[src/hw/rtl/dpoph_ram.sv]
// Generic single-port-write, single-port-read RAM with registered read data.
// No dependencies.
module dpoph_ram #(
  parameter int WIDTH = 16,
  parameter int DEPTH = 128
) (
  input  logic                     clk,
  input  logic                     we,
  input  logic [$clog2(DEPTH)-1:0] waddr,
  input  logic [WIDTH-1:0]         wdata,
  input  logic [$clog2(DEPTH)-1:0] raddr,
  output logic [WIDTH-1:0]         rdata
);
  logic [WIDTH-1:0] mem [DEPTH];

  always_ff @(posedge clk) begin
    if (we) begin
      mem[waddr] <= wdata;
    end
    rdata <= mem[raddr];
  end
endmodule

[config.mk]
export PLATFORM = sky130hd
export DESIGN_NAME = dpoph_ram
export DESIGN_NICKNAME = d
export VERILOG_FILES = /design/src/hw/rtl/dpoph_ram.sv
export SDC_FILE = /design/constraint.sdc
export NUM_CORES = 2
export LEC_CHECK = 0
export ABC_AREA = 0
export BUFFER_PORTS_ARGS = -buffer_cell sky130_fd_sc_hd__buf_2
export CAP_MARGIN = 20
export CORE_UTILIZATION = 60
export CTS_CLUSTER_DIAMETER = 100
export DETAILED_ROUTE_END_ITERATION = 10
export PLACE_DENSITY = 0.76
export SKIP_LAST_GASP = 1
export SYNTH_ARGS = -nofsm -noshare
export SYNTH_HDL_FRONTEND = slang
export SYNTH_SLANG_ARGS = --single-unit
[constraint.sdc]
create_clock -name clk -period 5.9 [get_ports clk]
set_input_delay 0.295 -clock clk [delete_from_list [all_inputs] [get_ports clk]]
set_output_delay 0.295 -clock clk [all_outputs]
set_load 0.03 [all_outputs]
# == Yosys cells after proc, flatten, opt, wreduce, memory -nomap -nowiden ==
# Memories as Yosys holds them, arrays and structs flattened. A register that Yosys moved wholly into a read port is not among the register bits.
# Cells that the tools add are included.
# word_totals
register_bits,0
mem_bits_rw,2048
inputBits,32
output_inout_bits,16
memories,1
# classes
muxes,2
# mem_list
name,depth,width,read_ports,rd_ports_with_merged_regs,write_ports,line_no,rtl
mem,128,16,1,1,1,14,logic [WIDTH-1:0] mem [DEPTH];
# ops
operator,n
$mux 1,2

# == Depth between registers and ports, before layout ==
# depth
ltp_word,2
depth_mapped,7
mapped_depth_nobuf,4

# == Worst setup path before layout ==
# OpenSTA, ideal clock, no wires.
# synth_timing
path_type,in2reg
startpoint,input raddr[0]
endpoint,register rdata[0] (read register of mem)
t_arrival_ns,2.669
path_slack_ns,3.110
path_stages,6
path_cell_list,buf_2 > buf_1 > mux4_2 > mux4_2 > mux4_2 > mux2_2
# synth_rtl
element,line_no,rtl
from (decl),11,"input logic [$clog2(DEPTH)-1:0] raddr,"
to (decl),12,output logic [WIDTH-1:0] rdata

==> impl_metrics.env <==
export IMPL_status="complete, no violations"
export IMPL_grt_max_degree=120
export IMPL_clockRootBuffer="clkbuf_16"
export IMPL_fin_nets=3409
export IMPL_r2r_start="mem[4][4]"
export IMPL_path_buf_inv=2
export IMPL_crit_required_ns=6.62
export IMPL_cts_resized=0
export IMPL_ys_async_sr_fraction_pct=0
export IMPL_routabilityCongestion=0.8194
export IMPL_firstDrtPassIters=6
export IMPL_cts_buffers_inserted=195
export IMPL_crit_end="rdata[1]"
export IMPL_relSlewSlack_pct=18.98
export IMPL_syn2layout_area_growth_pct=12.88
export IMPL_synthFlopType="edfxtp_1"
export IMPL_rr_endpoint="rdata[4]"
export IMPL_start_util_pct=60.57
export IMPL_maxCapViolCount=0
export IMPL_postSynthCellCount=3086
export IMPL_vdd_drop_max_mv=0.3506
export IMPL_endpoint_kind="flip-flop"
export IMPL_cpMostUsedCell="mux4_2"
export IMPL_worstSetupPathType="primary input to flip-flop"
export IMPL_drt_initial_drc_count=6290
export IMPL_layout_cells_most_common="edfxtp_1"
export IMPL_arrival_ns=3.75
export IMPL_power_mw=30.31
export IMPL_path_depth=6
export IMPL_cts_path_max_buffers=3
export IMPL_cts_sinks=2064
export IMPL_cts_hold_fix_buffers=14
export IMPL_crit_family="multiplexers"
export IMPL_routed_via_density=7.062
export IMPL_cts_max_level=4
export IMPL_port_buffers=47
export IMPL_r2r_cells=4
export IMPL_syn_area_sq_mm=0.07852
export IMPL_synth_avg_cell_area_sq_um=25.44
export IMPL_slowest_stage="buf_4"
export IMPL_finalWirelength_mm=204.4
export IMPL_antenna_found_initial=20
export IMPL_vias=37360
export IMPL_grt_overflow_total=0
export IMPL_p_leak_nw=27.54
export IMPL_worstHoldPathType="primary input to flip-flop"
export IMPL_nFillCells=7203
export IMPL_fmax_ghz=0.3303
export IMPL_regArea_sq_mm=0.06182
export IMPL_finalMaxSlewViolations=0
export IMPL_setup_viol=0
export IMPL_finalCritPeriodShare_pct=51.32
export IMPL_clk_pin_slew_worst_paths_ns=0.07
export IMPL_slowest_delay_ns=0.67
export IMPL_grt_pass1_vias=38240
export IMPL_rrSetupSlack_ns=3.25
export IMPL_worstPathMaxFanout=99
export IMPL_final_cell_mix="2048 x edfxtp_1, 672 x mux4_2, 200 x clkbuf_16"
export IMPL_period_minus_slack_ns=3.028
export IMPL_synth_cell_types=17
export IMPL_multi_input_comb_area_sq_mm=0.01607
export IMPL_fin_setup_tns_ns=0
export IMPL_startpoint="raddr[2]"
export IMPL_path_cells="buf_8 -> buf_4 -> mux4_2 -> mux4_2 -> mux4_2 -> mux2_2"
export IMPL_cts_setup_buffers=0
export IMPL_clk_latency_ns=0.84
export IMPL_ys_seq_area_share_pct=78.73
export IMPL_fp_dieArea_sq_mm=0.1323
export IMPL_drc_errors=0
export IMPL_cp_start_kind="primary input"
export IMPL_wire_per_inst_um=38.64
export IMPL_core_area_sq_mm=0.1296
export IMPL_grt_pass1_wl_mm=286.3
export IMPL_rows=132
export IMPL_synth_edf_count=2048
export IMPL_hold_viol=0
export IMPL_syn_nets=3118
export IMPL_ant_nets=0
export IMPL_yosysWarnings=0
export IMPL_drive_above_1_share_pct=34.58
export IMPL_track_usage_pct=31.62
export IMPL_synth_seq_cells=2064
export IMPL_cts_tree="done"
export IMPL_rsz0062_at_grt="no"
export IMPL_fin_skew_ns=0.02955
export IMPL_die_w_um=363.8
export IMPL_worst_pin_slew_ns=1.215
export IMPL_power_density_mw_per_mm2=341.9
export IMPL_ios=48
export IMPL_hpwl_mm=104.6
export IMPL_die_height_um=363.8
## stage by stage
step / cells / util, % / hold slack, ns / worst slack, ns / area (sq um)
2_1_floorplan: 3086 / - / 0.3939 / 3.110 / 78520
3_3_place_gp: 4900 / 63.23 / 0.5373 / 2.185 / 81980
3_5_place_dp: 4901 / 63.24 / 0.5506 / 2.129 / 82000
4_1_cts: 5277 / 68.21 / 0.01937 / 3.016 / 88430
5_1_grt: 5285 / 68.36 / 0.06629 / 2.882 / 88630
6_report: 5290 / 68.37 / 0.05634 / 2.872 / 88640
## how the worst min path moves through the flow
stage	start	end	slack [ns]	depth (start not counted)
2_1_floorplan	wdata[0]	mem[0][0]	0.39	0
3_3_place_gp	wdata[1]	mem[95][1]	0.54	1
3_5_place_dp	wdata[1]	mem[92][1]	0.55	1
4_1_cts	wdata[14]	mem[74][14]	0.02	1
5_1_grt	wdata[14]	mem[95][14]	0.07	1
6_report	wdata[14]	mem[74][14]	0.06	1
## logic make-up (layout without fill, tap and decap cells)
logic type             count (synthesis)  after routing  synth area share (%)
buffers and inverters                164            620                0.8812
flip-flops                          2064           2064                 78.73
multiplexers                         688            688                 19.50
other                                  0              6                     0
AND/OR/NAND/NOR                      170            170                0.8875
## report_power, final
part	switching, mW	total [mW]	internal (mW)
Sequential	0.0599	16.3	16.2
Combinational	0.950	1.56	0.611
Clock	5.45	12.5	7.05
## cell usage after synthesis, types with 7 or more instances
cell | n | area [sq um]
mux2_2 | 16 | 180.2
buf_2 | 52 | 260.3
nor2_1 | 122 | 457.9
buf_1 | 28 | 105.1
nand2_1 | 14 | 52.55
edfxtp_1 | 2048 | 61500
nand3_1 | 12 | 60.06
clkbuf_1 | 82 | 307.8
mux4_2 | 672 | 15130
dfxtp_1 | 16 | 320.3
nor3_1 | 9 | 45.04
nor2b_1 | 7 | 43.79
## final cells by class
cell class | count | area share (%)
antenna | 6 | 0.01694
multi-input combinational | 858 | 18.13
clock buffer | 242 | 5.868
timing repair buffer | 258 | 2.545
clock inverter | 120 | 1.238
sequential | 2064 | 69.74
tap | 1742 | 2.459
## per-layer routing
metal / GRT usage (%) / vias to the layer above / wire [um]
met3: 9.031 / 548 / 27850
met5: 0 / - / 153
met4: 13.33 / 22 / 8451
met2: 49.03 / 3163 / 99220
li1: - / 14060 / -
met1: 42.80 / 19570 / 68750
## state kept, by name, indices dropped and copies added (netlist names)
| name | flops |
|---|---|
| mem | 2048 |
| rdata | 16 |
## worst register-to-register path, cell delays in order (launching register included)
cell,delay [ns]
edfxtp_1,0.38
mux4_2,0.50
mux4_2,0.63
mux4_2,0.69
mux2_2,0.34
No activity file was read; power rests on OpenSTA's default activity.
