## src/hw/rtl/dpoph_pkg.sv

```systemverilog
// Shared types, constants and the quarter-wave sine table for the driven
// phase oscillator period histogram. No dependencies.
package dpoph_pkg;

  localparam int NUM_BINS   = 128;
  localparam int COUNT_BITS = 16;
  localparam int BIN_W      = $clog2(NUM_BINS);
  localparam int DIV_W      = 35;
  localparam int DIV_CNT_W  = $clog2(DIV_W + 1);

  localparam logic [31:0] RST_COUPLING   = 32'd0;
  localparam logic [31:0] RST_DRIFT      = 32'd5726623;
  localparam logic [15:0] RST_DAY        = 16'd500;
  localparam logic [15:0] RST_LIGHT      = 16'd250;
  localparam logic [31:0] RST_SETTLE     = 32'd5000;
  localparam logic [15:0] RST_BIN_WIDTH  = 16'd10;
  localparam logic [7:0]  RST_BIN_COUNT  = 8'd101;
  localparam logic [31:0] RST_INIT_PHASE = 32'd2863311531;

  localparam logic [31:0] DRIVE_DAY   = 32'h4000_0000;
  localparam logic [31:0] DRIVE_NIGHT = 32'hC000_0000;
  localparam logic [COUNT_BITS-1:0] COUNT_MAX = {COUNT_BITS{1'b1}};

  typedef enum logic [2:0] {
    CFG_COUPLING   = 3'd0,
    CFG_DRIFT      = 3'd1,
    CFG_DAY        = 3'd2,
    CFG_LIGHT      = 3'd3,
    CFG_SETTLE     = 3'd4,
    CFG_BIN_WIDTH  = 3'd5,
    CFG_BIN_COUNT  = 3'd6,
    CFG_INIT_PHASE = 3'd7
  } cfg_idx_t;

  typedef enum logic [1:0] {
    REQ_TICK    = 2'd0,
    REQ_RESTART = 2'd1,
    REQ_READ    = 2'd2,
    REQ_NONE    = 2'd3
  } req_kind_t;

  typedef enum logic [3:0] {
    ST_IDLE, ST_MOD, ST_SIN, ST_MUL, ST_SLOPE, ST_SUM, ST_DIV6,
    ST_SINA, ST_SINB, ST_CROSS, ST_BIN, ST_RD, ST_WR, ST_RDQ, ST_RDD, ST_FIN
  } state_t;

  function automatic logic [15:0] sine_tab(input logic [4:0] idx);
    logic [15:0] v;
    case (idx)
      5'd0:  v = 16'd0;
      5'd1:  v = 16'd3212;
      5'd2:  v = 16'd6393;
      5'd3:  v = 16'd9512;
      5'd4:  v = 16'd12539;
      5'd5:  v = 16'd15446;
      5'd6:  v = 16'd18205;
      5'd7:  v = 16'd20787;
      5'd8:  v = 16'd23170;
      5'd9:  v = 16'd25329;
      5'd10: v = 16'd27245;
      5'd11: v = 16'd28898;
      5'd12: v = 16'd30273;
      5'd13: v = 16'd31356;
      5'd14: v = 16'd32137;
      5'd15: v = 16'd32609;
      5'd16: v = 16'd32767;
      default: v = 16'd0;
    endcase
    return v;
  endfunction

endpackage

```

## src/hw/rtl/dpoph_sine.sv

```systemverilog
// Registered sine of a Q0.32 turn: quarter-wave table with linear
// interpolation, signed Q1.15 out. Uses dpoph_pkg for the table.
module dpoph_sine (
  input  logic               clk,
  input  logic [31:0]        angle,
  output logic signed [15:0] s
);
  import dpoph_pkg::*;

  logic [30:0] q;
  logic [4:0]  idx;
  logic [15:0] lo, hi, diff, v;
  logic [37:0] prod;

  always_comb begin
    q = {1'b0, angle[29:0]};
    if (angle[30]) begin
      q = 31'h4000_0000 - {1'b0, angle[29:0]};
    end
    idx  = q[30:26];
    lo   = sine_tab(idx);
    hi   = sine_tab(idx + 5'd1);
    diff = hi - lo;
    prod = diff[11:0] * q[25:0];
    v    = (idx >= 5'd16) ? 16'd32767 : lo + 16'(prod >> 26);
  end

  always_ff @(posedge clk) begin
    s <= angle[31] ? -$signed(v) : $signed(v);
  end
endmodule

```

## config.mk

```make
export PLATFORM = sky130hd
export DESIGN_NAME = dpoph_sine
export DESIGN_NICKNAME = d
export VERILOG_FILES = /design/src/hw/rtl/dpoph_pkg.sv /design/src/hw/rtl/dpoph_sine.sv
export SDC_FILE = /design/constraint.sdc
export NUM_CORES = 1
export LEC_CHECK = 0
export ABC_AREA = 1
export BUFFER_PORTS_ARGS = -buffer_cell sky130_fd_sc_hd__buf_2
export CAP_MARGIN = 0
export CORE_ASPECT_RATIO = 0.5
export CORE_MARGIN = 4
export CORE_UTILIZATION = 55
export CTS_BUF_LIST = sky130_fd_sc_hd__clkbuf_16
export CTS_CLUSTER_SIZE = 14
export DETAILED_ROUTE_END_ITERATION = 8
export GPL_TIMING_DRIVEN = 0
export PLACE_DENSITY = 0.73
export RECOVER_POWER = 50
export REMOVE_ABC_BUFFERS = 1
export SYNTH_ARGS = -nofsm -noshare
export SYNTH_HDL_FRONTEND = slang
export SYNTH_SLANG_ARGS = --single-unit
```

## constraint.sdc

```tcl
create_clock -name clk -period 13.4 [get_ports clk]
set_input_delay 1.34 -clock clk [delete_from_list [all_inputs] [get_ports clk]]
set_output_delay 1.34 -clock clk [all_outputs]
set_load 0.03 [all_outputs]
```

### Word-level counts from Yosys, hierarchy flattened

Memories as Yosys holds them, arrays and structs flattened.
Cells that the tools add are included.

* $add $sub $neg: 5
* multipliers: 1
* $lt $le $gt $ge: 1
* muxes and demuxes: 3

Operator list (count)
* $mul 12x26->38: 1
* $mux 16: 2
* $mux 31: 1
* $sub 31x30->31 const A: 1
* $add 16x12->16: 1
* $neg 16->16: 1
* $sub 12x12->12: 1
* $add 5x1->5 const B: 1
* $ge 5x5->1 const B: 1

* register bits: 16
* ROM bits: 960
* bits of input ports: 33
* output and inout port bits: 16
* word-level logic and storage cells: 13
* memories kept: 2

Memory list
* (no name shown): words 32, bits a word 15, rd ports 1, clocked after memory_dff 0, wr ports 0, RTL line dpoph_pkg.sv:49 `case (idx)`
* (no name shown): words 32, bits a word 15, rd ports 1, clocked after memory_dff 0, wr ports 0, RTL line dpoph_pkg.sv:49

### Depth between registers and ports, before layout

An unclocked memory read counts as a cell.

* depth in word-level cells: 10
* gate-level depth with buffers: 73
* gate-level depth less buffers: 73

### Least setup slack after synthesis

No wires, ideal clock.

* kind: input port to flip-flop
* from: input angle[1]
* to: register s[15]
* setup time: 113 ps
* arrival time: 11631 ps
* data required time: 13287 ps
* setup slack: 1657 ps
* cell stages on the path: 67
* path buffers: 0
* cells stage by stage: inv_1 -> ha_1 -> nand3_2 -> nor2_2 -> nand2_1 -> nand2_2 -> nand2_1 -> nand2_2 -> nand2_4 -> inv_1 -> ha_1 -> nand3_1 -> o21ai_2 -> inv_2 -> a41oi_1 -> ha_1 -> inv_1 -> fa_1 -> [... 31 more ...] -> a21oi_1 -> xor2_1 -> inv_1 -> ha_1 -> a21oi_1 -> o21ai_0 -> a21oi_1 -> o21ai_0 -> a21oi_1 -> o21ai_0 -> nor2_1 -> inv_1 -> nor3_1 -> inv_1 -> nor2_1 -> nand3_1 -> nand3_1 -> nand2_1

* word-level cells in the longest chain between the ends: 10
* elaborated cells on any way between the ends: 12

RTL lines
* start: declaration: RTL line dpoph_sine.sv:5 `input logic [31:0] angle,`
* $sub 31x30->31: RTL line dpoph_sine.sv:18 `q = 31'h4000_0000 - {1'b0, angle[29:0]};`
* $mux 31 *: RTL line dpoph_sine.sv:17 `if (angle[30]) begin`
* $add 5x1->5: RTL line dpoph_sine.sv:22 `hi = sine_tab(idx + 5'd1);`
* $mem_v2 32x15
* $sub 12x12->12: RTL line dpoph_sine.sv:23 `diff = hi - lo;`
* $mul 12x26->38: RTL line dpoph_sine.sv:24 `prod = diff[11:0] * q[25:0];`
* $add 16x12->16: RTL line dpoph_sine.sv:25 `v = (idx >= 5'd16) ? 16'd32767 : lo + 16'(prod >> 26);`
* $mux 16 *: RTL line dpoph_sine.sv:25
* $neg 16->16: RTL line dpoph_sine.sv:29 `s <= angle[31] ? -$signed(v) : $signed(v);`
* $mux 16 *: RTL line dpoph_sine.sv:29
* end signal: assignment: RTL line dpoph_sine.sv:29
* end: declaration: RTL line dpoph_sine.sv:6 `output logic signed [15:0] s`

Mark *: on every way between the ends. The rest lies on a longest branch, timed or not.

### Final worst setup path

* from: input angle[0]
* to: register s[14]

The elaborated chain is that of the path after synthesis.

==> flow_summary.yaml <==
status:
  status: "finished clean"
cts:
  clk_pin_slew_ns: 0.04
  cts_sinks: 16
  clock_path_buffers: 2
  cts_buffers: 3
  cts_max_level: 1
  cts-root-buf: "clkbuf_16"
  cts_tree: "built"
  hold_buffers: 0
global_route:
  grt_use_total_pct: 26.7
  overflow: 0
  grt_pass1_vias: 11374
  grt_pass1_wl_um: 56100
  antenna_found_initial: 1
  grt_max_degree: 29
sta:
  period_share_pct: 94.5
  post-route-min-period_ns: 12.66
  finalSetupViolCount: 0
  max_freq_mhz: 79.0
  hold_violations: 0
  slew-limit-headroom_pct: 1.61
  worst_slew_pin_slew_ns: 1.47
  final-max-slew-violation-count: 0
  whs_ns: 1.47
synth:
  avgSynthCellArea_um2: 7.20
  ys_ff_latch: 16
  ys_types: 56
  synth_cells: 1779
  yosysSeqAreaShare_pct: 2.50
  ys_warn_count: 0
  syn_area_mm2: 0.0128
floorplanning:
  die_h_um: 116
  initial_core_util_pct: 56.1
  io_pins: 49
  core-area_mm2: 0.0228
  rows: 39
  dieWidth_um: 224
  die_area_mm2: 0.0259
setup_path:
  cp_num_buf_inv: 12
  crit_family: "adder cells"
  slowest_delay_ns: 0.56
  crit_path_max_fanout: 11
  end_kind: "flop"
  crit_arrival_ns: 12.80
  crit_top_cell: "nand2_1"
  required_ns: 13.54
  start_kind: "input port"
  crit_slowest_cell: "fa_1"
  critPathKind: "input port to flop"
drt:
  drc: 0
  routedWlPerCell_um: 15.8
  totalWireLength_um: 33500
  dr.first_iter.drc_count: 841
  vias_per_cell: 5.34
  vias: 11329
  drt_first_pass_iters: 5
  final_antenna_net_count: 0
layout:
  nFillCells: 2218
  finalNetCount: 2193
  top_regs: "s (16)"
  regMostFlops: "s"
  n_antenna_cell: 0
  postLayoutCellArea_mm2: 0.0137
  layout_commonest_cell: "inv_1"
  largest_register_ffs: 16
  layout_common_cells: "inv_1, nand2_1, fa_1, nor2_1, ha_1"
  drive_gt1_share_pct: 8.87
  syn2layout_area_growth_pct: 6.87
placed_design:
  placed_cell_area_mm2: 0.0133
  place.gp.congestion: 0.989
  dp_hpwl_um: 27100
  port_buffers: 48
hold_path:
  hold_path.class: "input port to flop"
flow_run:
  drv_cap: 0
metrics by stage:
step / std cells / TNS (ns) / util, % / setup slack (ns)
4_1_cts: 2107 / 0 / 58.8 / 0.184
5_1_grt: 2123 / -0.0122 / 59.9 / -0.0122
6_report: 2123 / 0 / 59.9 / 0.738
2_1_floorplan: 1746 / 0 / - / 1.05
3_3_place_gp: 2101 / -26.32 / 58.1 / -2.27
3_5_place_dp: 2103 / -7.89 / 58.3 / -1.01
routing by layer:
metal | up-vias | track usage, % | wire length [um]
met1 | 5428 | 36.3 | 14500
met2 | 419 | 44.8 | 15200
li1 | 5401 | - | -
met5 | - | 0 | 13
met3 | 79 | 4.83 | 2850
met4 | 2 | 7.26 | 1020
synthesized netlist by cell type, drive strengths merged:
library cell  number  area (um^2)
o21ai             61          309
fa               241         4820
o211ai             6         45.0
nand3             55          308
o311ai             1         8.76
nor3b              1         7.51
a41oi              1         8.76
xor2              45          402
nor3              14         70.1
and2               2         12.5
clkbuf            21         78.8
or2               10         62.6
a211oi             2         15.0
o21a               5         37.5
dfxtp             16          320
inv              428         1610
o2111ai            2         17.5
ha               101         1260
nand4             17          113
o22ai              2         12.5
a31o               1         8.76
nand2            425         1680
nor4               2         12.5
a311oi             1         8.76
a21oi             69          349
o221ai             2         17.5
a221oi             1         8.76
a31oi              2         12.5
clkinv             7         26.3
a21o               4         31.3
o31ai              3         22.5
a21boi             1         7.51
nand3b             3         22.5
o41ai              2         17.5
nor2             202          881
buf               12         81.3
xnor2              8         70.1
o21bai             3         22.5
worst paths after layout:
check,from,to,slack [ns],cells past startpoint
worst max-delay path,angle[0],s[14],0.74,56
worst min-delay path,angle[31],s[1],1.47,3
worst min-delay path, stage by stage:
cell and delay [ns]:
buf_2 0.17, nand2_1 0.08, o21ai_0 0.06
layout make-up:
cell class	instances	area, um^2	share of cell area (%)
timing repair inverter	1	7.51	0.0548
tap	307	384	2.81
sequential	16	320	2.34
multi-input combinational	1295	10900	79.3
inverter	435	1680	12.2
timing repair buffer	66	377	2.75
clock buffer	3	75.1	0.548
cells by family (layout without fill, tap and decap cells):
family | after synthesis | count (layout) | synth area share [%]
flops | 16 | 16 | 2.50
fa+ha+maj | 342 | 342 | 47.5
xor+xnor | 53 | 53 | 3.68
buf+inv | 468 | 505 | 14.1
simple gates | 731 | 731 | 24.7
compound gates | 169 | 169 | 7.50
repair_timing:
action                                  CTS  global route
gates cloned                              0             1
pin swaps                                 1             6
endpoints found under the hold margin     0             0
buffers inserted                          1            15
gates resized for setup                   8            38
endpoints found under the setup margin   11            11
Power is not shown: default switching activity piles up to over one toggle a cycle in this logic, so the estimate is an artifact.
