===== config.mk =====
export PLATFORM = sky130hd
export DESIGN_NAME = dpoph_div
export DESIGN_NICKNAME = d
export VERILOG_FILES = /design/src/hw/rtl/dpoph_pkg.sv /design/src/hw/rtl/dpoph_div.sv
export SDC_FILE = /design/constraint.sdc
export NUM_CORES = 1
export LEC_CHECK = 0
export BUFFER_PORTS_ARGS = -buffer_cell sky130_fd_sc_hd__buf_2
export CORE_ASPECT_RATIO = 0.8
export CORE_MARGIN = 2
export CORE_UTILIZATION = 48
export CTS_CLUSTER_SIZE = 8
export DETAILED_ROUTE_END_ITERATION = 8
export PLACE_DENSITY = 0.77
export SYNTH_ARGS = -nofsm -noshare
export SYNTH_HDL_FRONTEND = slang
export SYNTH_SLANG_ARGS = --single-unit

===== constraint.sdc =====
create_clock -name clk -period 2.4 [get_ports clk]
set_clock_uncertainty 0.2 [all_clocks]
set_input_delay 0.24 -clock clk [delete_from_list [all_inputs] [get_ports clk]]
set_output_delay 0.24 -clock clk [all_outputs]
set_load 0.01 [all_outputs]

===== src/hw/rtl/dpoph_pkg.sv =====
// Shared types, constants and the quarter-wave sine table for the driven
// phase oscillator period histogram. No dependencies.
package dpoph_pkg;

  localparam int NUM_BINS   = 128;
  localparam int COUNT_BITS = 16;
  localparam int BIN_W      = $clog2(NUM_BINS);
  localparam int DIV_W      = 35;
  localparam int DIV_CNT_W  = $clog2(DIV_W + 1);

  localparam logic [31:0] RST_COUPLING   = 32'd0;
  localparam logic [31:0] RST_DRIFT      = 32'd5726623;
  localparam logic [15:0] RST_DAY        = 16'd500;
  localparam logic [15:0] RST_LIGHT      = 16'd250;
  localparam logic [31:0] RST_SETTLE     = 32'd5000;
  localparam logic [15:0] RST_BIN_WIDTH  = 16'd10;
  localparam logic [7:0]  RST_BIN_COUNT  = 8'd101;
  localparam logic [31:0] RST_INIT_PHASE = 32'd2863311531;

  localparam logic [31:0] DRIVE_DAY   = 32'h4000_0000;
  localparam logic [31:0] DRIVE_NIGHT = 32'hC000_0000;
  localparam logic [COUNT_BITS-1:0] COUNT_MAX = {COUNT_BITS{1'b1}};

  typedef enum logic [2:0] {
    CFG_COUPLING   = 3'd0,
    CFG_DRIFT      = 3'd1,
    CFG_DAY        = 3'd2,
    CFG_LIGHT      = 3'd3,
    CFG_SETTLE     = 3'd4,
    CFG_BIN_WIDTH  = 3'd5,
    CFG_BIN_COUNT  = 3'd6,
    CFG_INIT_PHASE = 3'd7
  } cfg_idx_t;

  typedef enum logic [1:0] {
    REQ_TICK    = 2'd0,
    REQ_RESTART = 2'd1,
    REQ_READ    = 2'd2,
    REQ_NONE    = 2'd3
  } req_kind_t;

  typedef enum logic [3:0] {
    ST_IDLE, ST_MOD, ST_SIN, ST_MUL, ST_SLOPE, ST_SUM, ST_DIV6,
    ST_SINA, ST_SINB, ST_CROSS, ST_BIN, ST_RD, ST_WR, ST_RDQ, ST_RDD, ST_FIN
  } state_t;

  function automatic logic [15:0] sine_tab(input logic [4:0] idx);
    logic [15:0] v;
    case (idx)
      5'd0:  v = 16'd0;
      5'd1:  v = 16'd3212;
      5'd2:  v = 16'd6393;
      5'd3:  v = 16'd9512;
      5'd4:  v = 16'd12539;
      5'd5:  v = 16'd15446;
      5'd6:  v = 16'd18205;
      5'd7:  v = 16'd20787;
      5'd8:  v = 16'd23170;
      5'd9:  v = 16'd25329;
      5'd10: v = 16'd27245;
      5'd11: v = 16'd28898;
      5'd12: v = 16'd30273;
      5'd13: v = 16'd31356;
      5'd14: v = 16'd32137;
      5'd15: v = 16'd32609;
      5'd16: v = 16'd32767;
      default: v = 16'd0;
    endcase
    return v;
  endfunction

endpackage


===== src/hw/rtl/dpoph_div.sv =====
// Restoring divider, one quotient bit per cycle, shared by the day modulo
// and the bin index. Uses dpoph_pkg.
module dpoph_div (
  input  logic                       clk,
  input  logic                       rst,
  input  logic                       start,
  input  logic [dpoph_pkg::DIV_W-1:0] num,
  input  logic [15:0]                den,
  output logic                       done,
  output logic [dpoph_pkg::DIV_W-1:0] quo,
  output logic [15:0]                rem
);
  import dpoph_pkg::*;

  logic                 busy;
  logic [DIV_CNT_W-1:0] cnt;
  logic [15:0]          den_q;
  logic [16:0]          trial;
  logic                 fits;

  assign trial = {rem, quo[DIV_W-1]};
  assign fits  = trial >= {1'b0, den_q};

  always_ff @(posedge clk) begin
    if (rst) begin
      busy <= 1'b0;
      done <= 1'b0;
      cnt  <= '0;
    end else begin
      done <= 1'b0;
      if (start) begin
        busy <= 1'b1;
        cnt  <= DIV_CNT_W'(DIV_W);
      end else if (busy) begin
        cnt <= cnt - 1'b1;
        if (cnt == DIV_CNT_W'(1)) begin
          busy <= 1'b0;
          done <= 1'b1;
        end
      end
    end
  end

  always_ff @(posedge clk) begin
    if (start) begin
      quo   <= num;
      rem   <= '0;
      den_q <= den;
    end else if (busy) begin
      rem <= fits ? 16'(trial - {1'b0, den_q}) : trial[15:0];
      quo <= {quo[DIV_W-2:0], fits};
    end
  end
endmodule


Yosys cells after proc, flatten, opt, wreduce, memory -nomap -nowiden --
Cells that the tools add are included.
Cells by class: bitwise logic cells 1, equality and inequality tests 1, reductions and logical operators 3, multiplexer cells 9, add/sub/neg operators 2, magnitude comparators 1
Operators by type and width (count):
- 35-bit 2-to-1 mux | 2
- 17-bit by 16-bit greater-or-equal comparator with 1-bit output | 1
- 16-bit 2-to-1 mux | 1
- 16-bit subtractor | 1
- 6-bit 2-to-1 mux | 2
- 6-bit by 1-bit == test with 1-bit output, second input constant | 1
- 6-bit by 1-bit subtractor with 6-bit output, second input constant | 1
- 1-bit 2-to-1 mux | 4
- 3-bit OR reduction | 1
- 2-bit nonzero test | 1
- 2-bit OR reduction | 1
- 1-bit NOT | 1
Storage, ports and cells: logic and storage cells 24, bits of input ports 54, register bits 75, output and inout bits 52

Longest topological paths before layout --
Gate-level depths: netlist of the first run.
depth in word-level cells 4, depth in mapped cells 10, gate-level depth less buffers 9

Least setup slack after synthesis of the first run --
Ideal clock, no wire load.
path type flip-flop to flip-flop, start reg rem[11], end reg quo[0] (netlist bit), data pin, period minus slack after synthesis 2.522 ns, buffers on the path 2, required time 1.940 ns, arrival 2.062 ns, stages on the path, launching flop included 9, setup slack -0.122 ns, path through dfxtp_1 > ha_1 > buf_2 > a2111oi_0 > o21ai_0 > nor3_2 > o31ai_4 > buf_2 > mux2_2
Between the ends: longest elaborated chain between the ends 3
Ends and longest elaborated chain:
- start: declaration | RTL line dpoph_div.sv:11 | output logic [15:0] rem
- start signal: assignment | RTL line dpoph_div.sv:50 | rem <= fits ? 16'(trial - {1'b0, den_q}) : trial[15:0];
- 17-bit by 16-bit greater-or-equal comparator with 1-bit output | RTL line dpoph_div.sv:22 | assign fits = trial >= {1'b0, den_q};
- 35-bit 2-to-1 mux | RTL line dpoph_div.sv:49 | end else if (busy) begin
- 35-bit 2-to-1 mux | RTL line dpoph_div.sv:45 | if (start) begin
- end signal: assignment | RTL line dpoph_div.sv:46 | quo <= num;
- end signal: assignment | RTL line dpoph_div.sv:51 | quo <= {quo[DIV_W-2:0], fits};
- end: declaration | RTL line dpoph_div.sv:10 | output logic [dpoph_pkg::DIV_W-1:0] quo,
No other way between the ends. The select of a mux whose other input is x is not followed. A chain may end at the register's enable or synchronous reset.

Worst setup path after layout of the first run --
start reg quo[34] (netlist bit), end reg rem[10]
Between the ends: longest elaborated chain between the ends 2, elaborated cells between the ends (all ways) 3, those cells by class add/sub (1); order compare (1); mux (1)
Ends and longest elaborated chain (RTL line):
- 16-bit subtractor or 17-bit by 16-bit greater-or-equal comparator with 1-bit output (tied branches) | dpoph_div.sv:50, dpoph_div.sv:22
- 16-bit 2-to-1 mux (*) | dpoph_div.sv:50
Every way passes the cells marked *; elsewhere a longest branch is shown, timed or not.

==> run metrics, run 1 <==
status=finished with violations; violated checks=setup timing; Antenna Violating Nets Remaining=0; Worst path top cell family by delay=compound AO/OA/AOI/OAI gates; Final WS setup=-0.07939 ns; CP peak stage delay=0.44 ns; post-DR wirelength/cell=between 15 and 20 um; clk slew on worst S/H paths=about 0.1 ns; RSZ-0062 raised after global routing=yes; WP data required=2.47 ns; largest net degree at the start of global routing=33; Finished Cell Area=between 6000 and 7000 sq um; GP Congestion=~0.90; CP startpoint kind=flip-flop; area delta synth->final=54.45%; R2R setup slack=-0.08 ns; Gate Count Post-Synth=354; first-pass GRT wire length=19,350 um; vias in the first global route=around 4,000; Leak=around 2.7 nW; IR drop worst, VDD=0.0004316 V; largest area contributor in the netlist=edfxtp_1; initial antenna violation count=0; CP bufs+invs=1; R2R Path Start=quo[34]$_DFFE_PP_; n_diodes=0; via count=around 3,800; post-layout utilization of the core=77.50%; via/cell ratio=roughly 5.5; HP Start=rem[11]$_SDFFE_PP0P_; share of layout cells above drive strength 1=between 40% and 50%; Main synth FF type=edfxtp_1; clock period minus worst slack=roughly 2.5 ns; CTS tree=done; Post-DP Area=around 5100 sq um; worst-skew pair later-pin latency=0.38 ns; worst min path class=flip-flop to flip-flop; crit-path max FO=3; Crit. End Element=flip-flop; io pins=approximately 110; WL final=between 10,000 and 15,000 um; H-tree levels=3; crit path cell chain=inv_2 > ha_4 > fa_2 > nor2b_4 > o31a_1 > o31ai_4 > nand2_1 > xor2_1 > a311o_1; Die Ht=roughly 86 um; Max-Cap Viols=0; Rows=29; initial core utilization=50.18%; PD cells=around 570 nW/um^2; Synth Cell Area=4024 sq um; grt total ovfl=0; count of final hold-check violations=0; Nets=between 600 and 700; synth top area cells=edfxtp_1, dfxtp_1, mux2_2; worst rel slew slack=~65%; period utilisation layout=103.3%; Synth Net Count=427; Synth cell types=between 50 and 60; Post-synth ARST share=0%; Achievable Freq=about 0.40 GHz; Root Driver=clkbuf_8; DPL Wire Length=roughly 8000 um; die area=slightly above 9000 sq um; worst slew pin tran=between 0.5 and 0.6 ns; # DRC=0; drt pass-1 iters=4; All-Layer GR Usage=27.47%; final setup fails=10; Placeable Area=approximately 8000 sq um; CP startpoint=quo[34]$_DFFE_PP_; Clock Tree Buf Depth=2; Post-synth EDFFs=51; Die Width=106.4 um; Setup CP Type=flip-flop to flip-flop; synth cell count leaders=edfxtp_1, mux2_2, inv_1; arrival time worst endpoint=around 2.6 ns; initial drt markers=251; CTS Buf Count=9; Filler cells=518; CP max stage cell=edfxtp_1; Syn Area/Cell=approximately 11 sq um; post-synth top area share=roughly two fifths; Yosys reg bits=75; most numerous cell in the Yosys netlist=edfxtp_1; CTS Sinks=75; Seq/Total Area, Yosys=around half; number of port buffers=between 100 and 150; Syn. warnings=0; fin. max-slew vios=0
-- logic make-up after synthesis --
family                     synth area share (%)
and+or+nand+nor                           10.79
DFF                                       50.00
AOI/OAI and AO/OA                         13.46
muxes                                     12.31
buffers and inverters                     4.291
adders and majority gates                 6.095
xor gates and xnor gates                  3.047
-- timing repair --
item                       in CTS  in global routing
pin swaps                      10                 29
setup endpoints to repair      14                 17
gates resized for setup        27                 36
gates cloned                    1                  0
setup buffers                   3                  8
hold buffers                   53                  0
hold endpoints to repair       60                  0
-- per-stage QoR --
stage	power, mW	hold WS (ns)	TNS, ns	setup WS, ns	instances
2_1_floorplan	1.990	0.1389	-0.006950	-0.006950	354
3_3_place_gp	2.280	0.2162	-0.1411	-0.06065	607
3_5_place_dp	2.309	0.2181	-0.9173	-0.2986	607
4_1_cts	3.479	0.3284	-0.2649	-0.09225	680
5_1_grt	3.712	0.3790	-1.476	-0.1521	688
6_report	3.570	0.3347	-0.3037	-0.07939	688
-- cell usage in the layout (no fill, tap or decap), types with 3 or more instances in the layout --
cell type,instances
inv_6,3
ha_4,10
xnor2_1,9
edfxtp_1,51
xor2_1,5
nor2_1,20
nand3_1,3
mux2_2,35
nor3_1,8
buf_4,63
buf_2,105
inv_2,5
inv_1,21
ha_1,7
a21oi_2,5
o21ai_1,4
a21o_1,8
mux2i_1,9
nand4_1,6
clkbuf_8,9
a211oi_1,5
buf_6,5
o31ai_4,3
o21ai_0,10
nand2b_1,4
a21oi_1,7
dfxtp_1,23
dlygate4sd3_1,53
nand2_1,22
-- per-layer routing --
metal  part of all wire [%]  GRT usage, %  routed length [um]
met1                     40         33.95                4931
met2                     50         47.32                6242
met3                    7.3         6.915                 902
met4                    2.7         9.211                 340
met5                      0             0                   0
-- cell type report --
cell class,instances,area [sq um],area share [%]
Multi-Input combinational cell,236,2157,34.71
Timing Repair Buffer,227,1605,25.83
Inverter,26,97.59,1.570
Clock buffer,9,123.9,1.993
Tap cell,108,135.1,2.174
Sequential cell,75,2013,32.39
Clock inverter,7,82.58,1.329
-- power breakdown --
group,internal [mW],switching (mW),leakage [nW]
Combinational,0.481,0.446,1.86
Clock,0.499,0.568,0.0988
Sequential,1.51,0.0709,0.706
Total,2.49,1.08,2.67
-- path summary, 6_finish.rpt --
| path | end | cells after the start |
|---|---|---|
| setup reg to reg | rem[10]$_SDFFE_PP0P_ | 9 |
| hold / removal | rem[11]$_SDFFE_PP0P_ | 2 |
| setup / recovery | rem[10]$_SDFFE_PP0P_ | 9 |
| hold reg to reg | rem[11]$_SDFFE_PP0P_ | 2 |
-- sequential cells by signal (all words and copies together) (netlist names) --
register / cells
quo: 35
rem: 16
done: 1
busy: 1
cnt: 6
den_q: 16
-- worst min-delay path, cell delays in order, from the launching register on --
cell     delay (ns)
dfxtp_2        0.36
nand2_1        0.06
o21ai_0        0.07
(Power assumes the default switching activity.)
==> inputs of run 2 (changes only) <==
Settings changed: SETUP_SLACK_MARGIN set to 0.1.
==> run metrics, run 2 (synthesized netlist as in run 1, its figures left out) <==
status=finished with violations (unchanged); violated checks=setup timing (unchanged); GP Congestion=0.9241 (was 0.8954); initial antenna violation count=0 (unchanged); final setup fails=14 (was 10); initial core utilization=50.18% (unchanged); CP bufs+invs=4 (was 1); CTS tree=done (unchanged); Clock Tree Buf Depth=2 (unchanged); first-pass GRT wire length=18,330 um (was 19,350 um); Die Ht=85.90 um (unchanged); period utilisation layout=105.4% (was 103.3%); most frequent cells in the layout=buf_2, buf_4, edfxtp_1 (was buf_2, buf_4, dlygate4sd3_1); area occupied by multi-input gates=2201 sq um (was 2157 sq um); Die Width=106.4 um (unchanged); Max-Cap Viols=0 (unchanged); CP startpoint kind=flip-flop (unchanged); commonest non-fill, non-tap cell in the layout=buf_2 (unchanged); area delta synth->final=54.82% (was 54.45%); vias in the first global route=3,698 (was 3,921); via/cell ratio=5.526 (was 5.464); Crit path depth=10 (was 9); post-DR wirelength/cell=18.26 um (was 18.05 um); H-tree levels=3 (unchanged); fin. max-slew vios=0 (unchanged); largest net degree at the start of global routing=72 (was 33); via count=3,752 (was 3,759); Rows=29 (unchanged); count of final hold-check violations=0 (unchanged); clock period minus worst slack=2.528 ns (was 2.479 ns); grt total ovfl=0 (unchanged); worst-skew pair later-pin latency=0.35 ns (was 0.38 ns); Post-DP Area=5084 sq um (was 5070 sq um); FF-to-FF End=quo[0]$_DFFE_PP_ (was rem[10]$_SDFFE_PP0P_); largest reg by FF count=quo (unchanged); io pins=106 (unchanged); IR drop worst, VDD=0.0004726 V (was 0.0004316 V); max reg flops=35 (unchanged); R2R Path Start=den_q[14]$_DFFE_PP_ (was quo[34]$_DFFE_PP_); CP peak stage delay=0.39 ns (was 0.44 ns); crit-path max FO=6 (was 3); initial drt markers=191 (was 251); Antenna Violating Nets Remaining=0 (unchanged); FF/Latch Area=2017 sq um (was 2013 sq um); clk slew on worst S/H paths=0.09 ns (was 0.10 ns); worst rel slew slack=45.95% (was 65.23%); share of layout cells above drive strength 1=48.42% (was 47.07%); # DRC=0 (unchanged); WP data required=2.32 ns (was 2.47 ns); Leak=2.665 nW (was 2.667 nW); WL final=12,400 um (was 12,420 um); CP max stage cell=edfxtp_1 (unchanged); arrival time worst endpoint=2.44 ns (was 2.55 ns); DPL Wire Length=7526 um (was 7826 um); die area=9136 sq um (unchanged); TNS Setup=-0.7285 ns (was -0.3037 ns); drt pass-1 iters=4 (unchanged); Finished Cell Area=6230 sq um (was 6215 sq um); largest registers=quo (35), den_q (16), rem (16) (unchanged); All-Layer GR Usage=25.81% (was 27.47%); RSZ-0062 raised after global routing=yes (unchanged); Setup CP Type=flip-flop to flip-flop (unchanged); Root Driver=clkbuf_8 (unchanged); Worst path top cell family by delay=compound AO/OA/AOI/OAI gates (unchanged); R2R setup slack=-0.13 ns (was -0.08 ns); Worst Setup EP=quo[0]$_DFFE_PP_ (was rem[10]$_SDFFE_PP0P_); Reg2Reg Depth=10 (was 9); Final WS setup=-0.1284 ns (was -0.07939 ns); CP most frequent cell=buf_6; Achievable Freq=0.3955 GHz (was 0.4033 GHz); CP startpoint=den_q[14]$_DFFE_PP_ (was quo[34]$_DFFE_PP_); number of port buffers=105 (unchanged); Placeable Area=8019 sq um (unchanged); PD cells=594.7 nW/um^2 (was 574.4 nW/um^2); Nets=638 (was 648); CTS Buf Count=9 (unchanged); CTS Sinks=75 (unchanged); worst min path class=primary input to flip-flop (was flip-flop to flip-flop); crit path cell chain=inv_2 > ha_4 > a21o_1 > a211o_1 > a21oi_2 > o31ai_4 > buf_6 > buf_6 > buf_6 > mux2_2 (was inv_2 > ha_4 > fa_2 > nor2b_4 > o31a_1 > o31ai_4 > nand2_1 > xor2_1 > a311o_1); worst slew pin tran=0.8078 ns (was 0.5143 ns); Filler cells=493 (was 518); Crit. End Element=flip-flop (unchanged)
run 2: changes by cell type in the layout (fill, tap and decap cells not counted), sizes merged:
cell,before,now
dlygate4sd3,53,48
buf,174,169
inv,30,27
diode,0,1
clkinvlp,2,0
clkinv,0,2
bufinv,1,3
clkbuf,9,10
run 2: layout make-up:
| cell class | instances | area share [%] |
|---|---|---|
| multi-input cells | 236 | 35.33 |
| flip-flops and latches | 75 | 32.38 |
| repair buffers | 217 | 24.66 |
| well taps | 108 | 2.169 |
| clock buffers | 10 | 2.049 |
| clock inverters | 6 | 1.808 |
| inverters | 26 | 1.567 |
| diodes | 1 | 0.04017 |
run 2: what timing repair did:
action / CTS / global route
hold buffers: 46 / 2
cloned: 0 / 0
setup buffers: 7 / 15
setup endpoints to repair: 17 / 17
pin swaps: 17 / 27
resized for setup: 25 / 35
endpoints found under the hold margin: 53 / 2
run 2: where the power goes:
part / leakage [nW] / internal, mW / total (mW) / switching, mW
Sequential: 0.707 / 1.51 / 1.57 / 0.0661
Clock: 0.121 / 0.695 / 1.20 / 0.505
Combinational: 1.84 / 0.470 / 0.932 / 0.462
Total: 2.66 / 2.67 / 3.70 / 1.03
run 2: worst min path at each step:
stage,start,end,slack [ns],cells after the start
after detailed placement,den[8],den_q[8]$_DFFE_PP_,0.22,1
final,num[26],quo[26]$_DFFE_PP_,0.007,2
after global routing,num[10],quo[10]$_DFFE_PP_,0.003,2
after floorplan,den[0],den_q[0]$_DFFE_PP_,0.14,0
after global placement,den[13],den_q[13]$_DFFE_PP_,0.22,1
after CTS,num[32],quo[32]$_DFFE_PP_,0.0003,2
run 2: worst reg2reg max path: stages, from the launching register on:
cell and delay [ns]:
edfxtp_1 0.39, inv_2 0.08, ha_4 0.21, a21o_1 0.18, a211o_1 0.35, a21oi_2 0.17
o31ai_4 0.09, buf_6 0.14, buf_6 0.11, buf_6 0.12, mux2_2 0.25
run 2: stage by stage:
step	hold slack, ns	utilization, %	instances	worst slack, ns	total power, mW
2_1_floorplan	0.1389	-	354	0.08493	2.033
3_3_place_gp	0.2161	63.40	592	-0.01397	2.299
3_5_place_dp	0.2181	63.40	592	-0.09090	2.323
4_1_cts	0.0002608	73.86	661	-0.03065	3.596
5_1_grt	0.002600	77.66	678	-0.2001	3.845
6_report	0.007068	77.69	679	-0.1284	3.705
run 2: per-layer routing:
metal  global-route usage (%)  up-vias  part of all wire, %
met1                    33.48     1844                   41
met5                        0        -                    0
li1                         -     1737                    -
met4                    6.818        0                  1.3
met3                    6.307       19                  6.5
met2                    43.65      152                   51
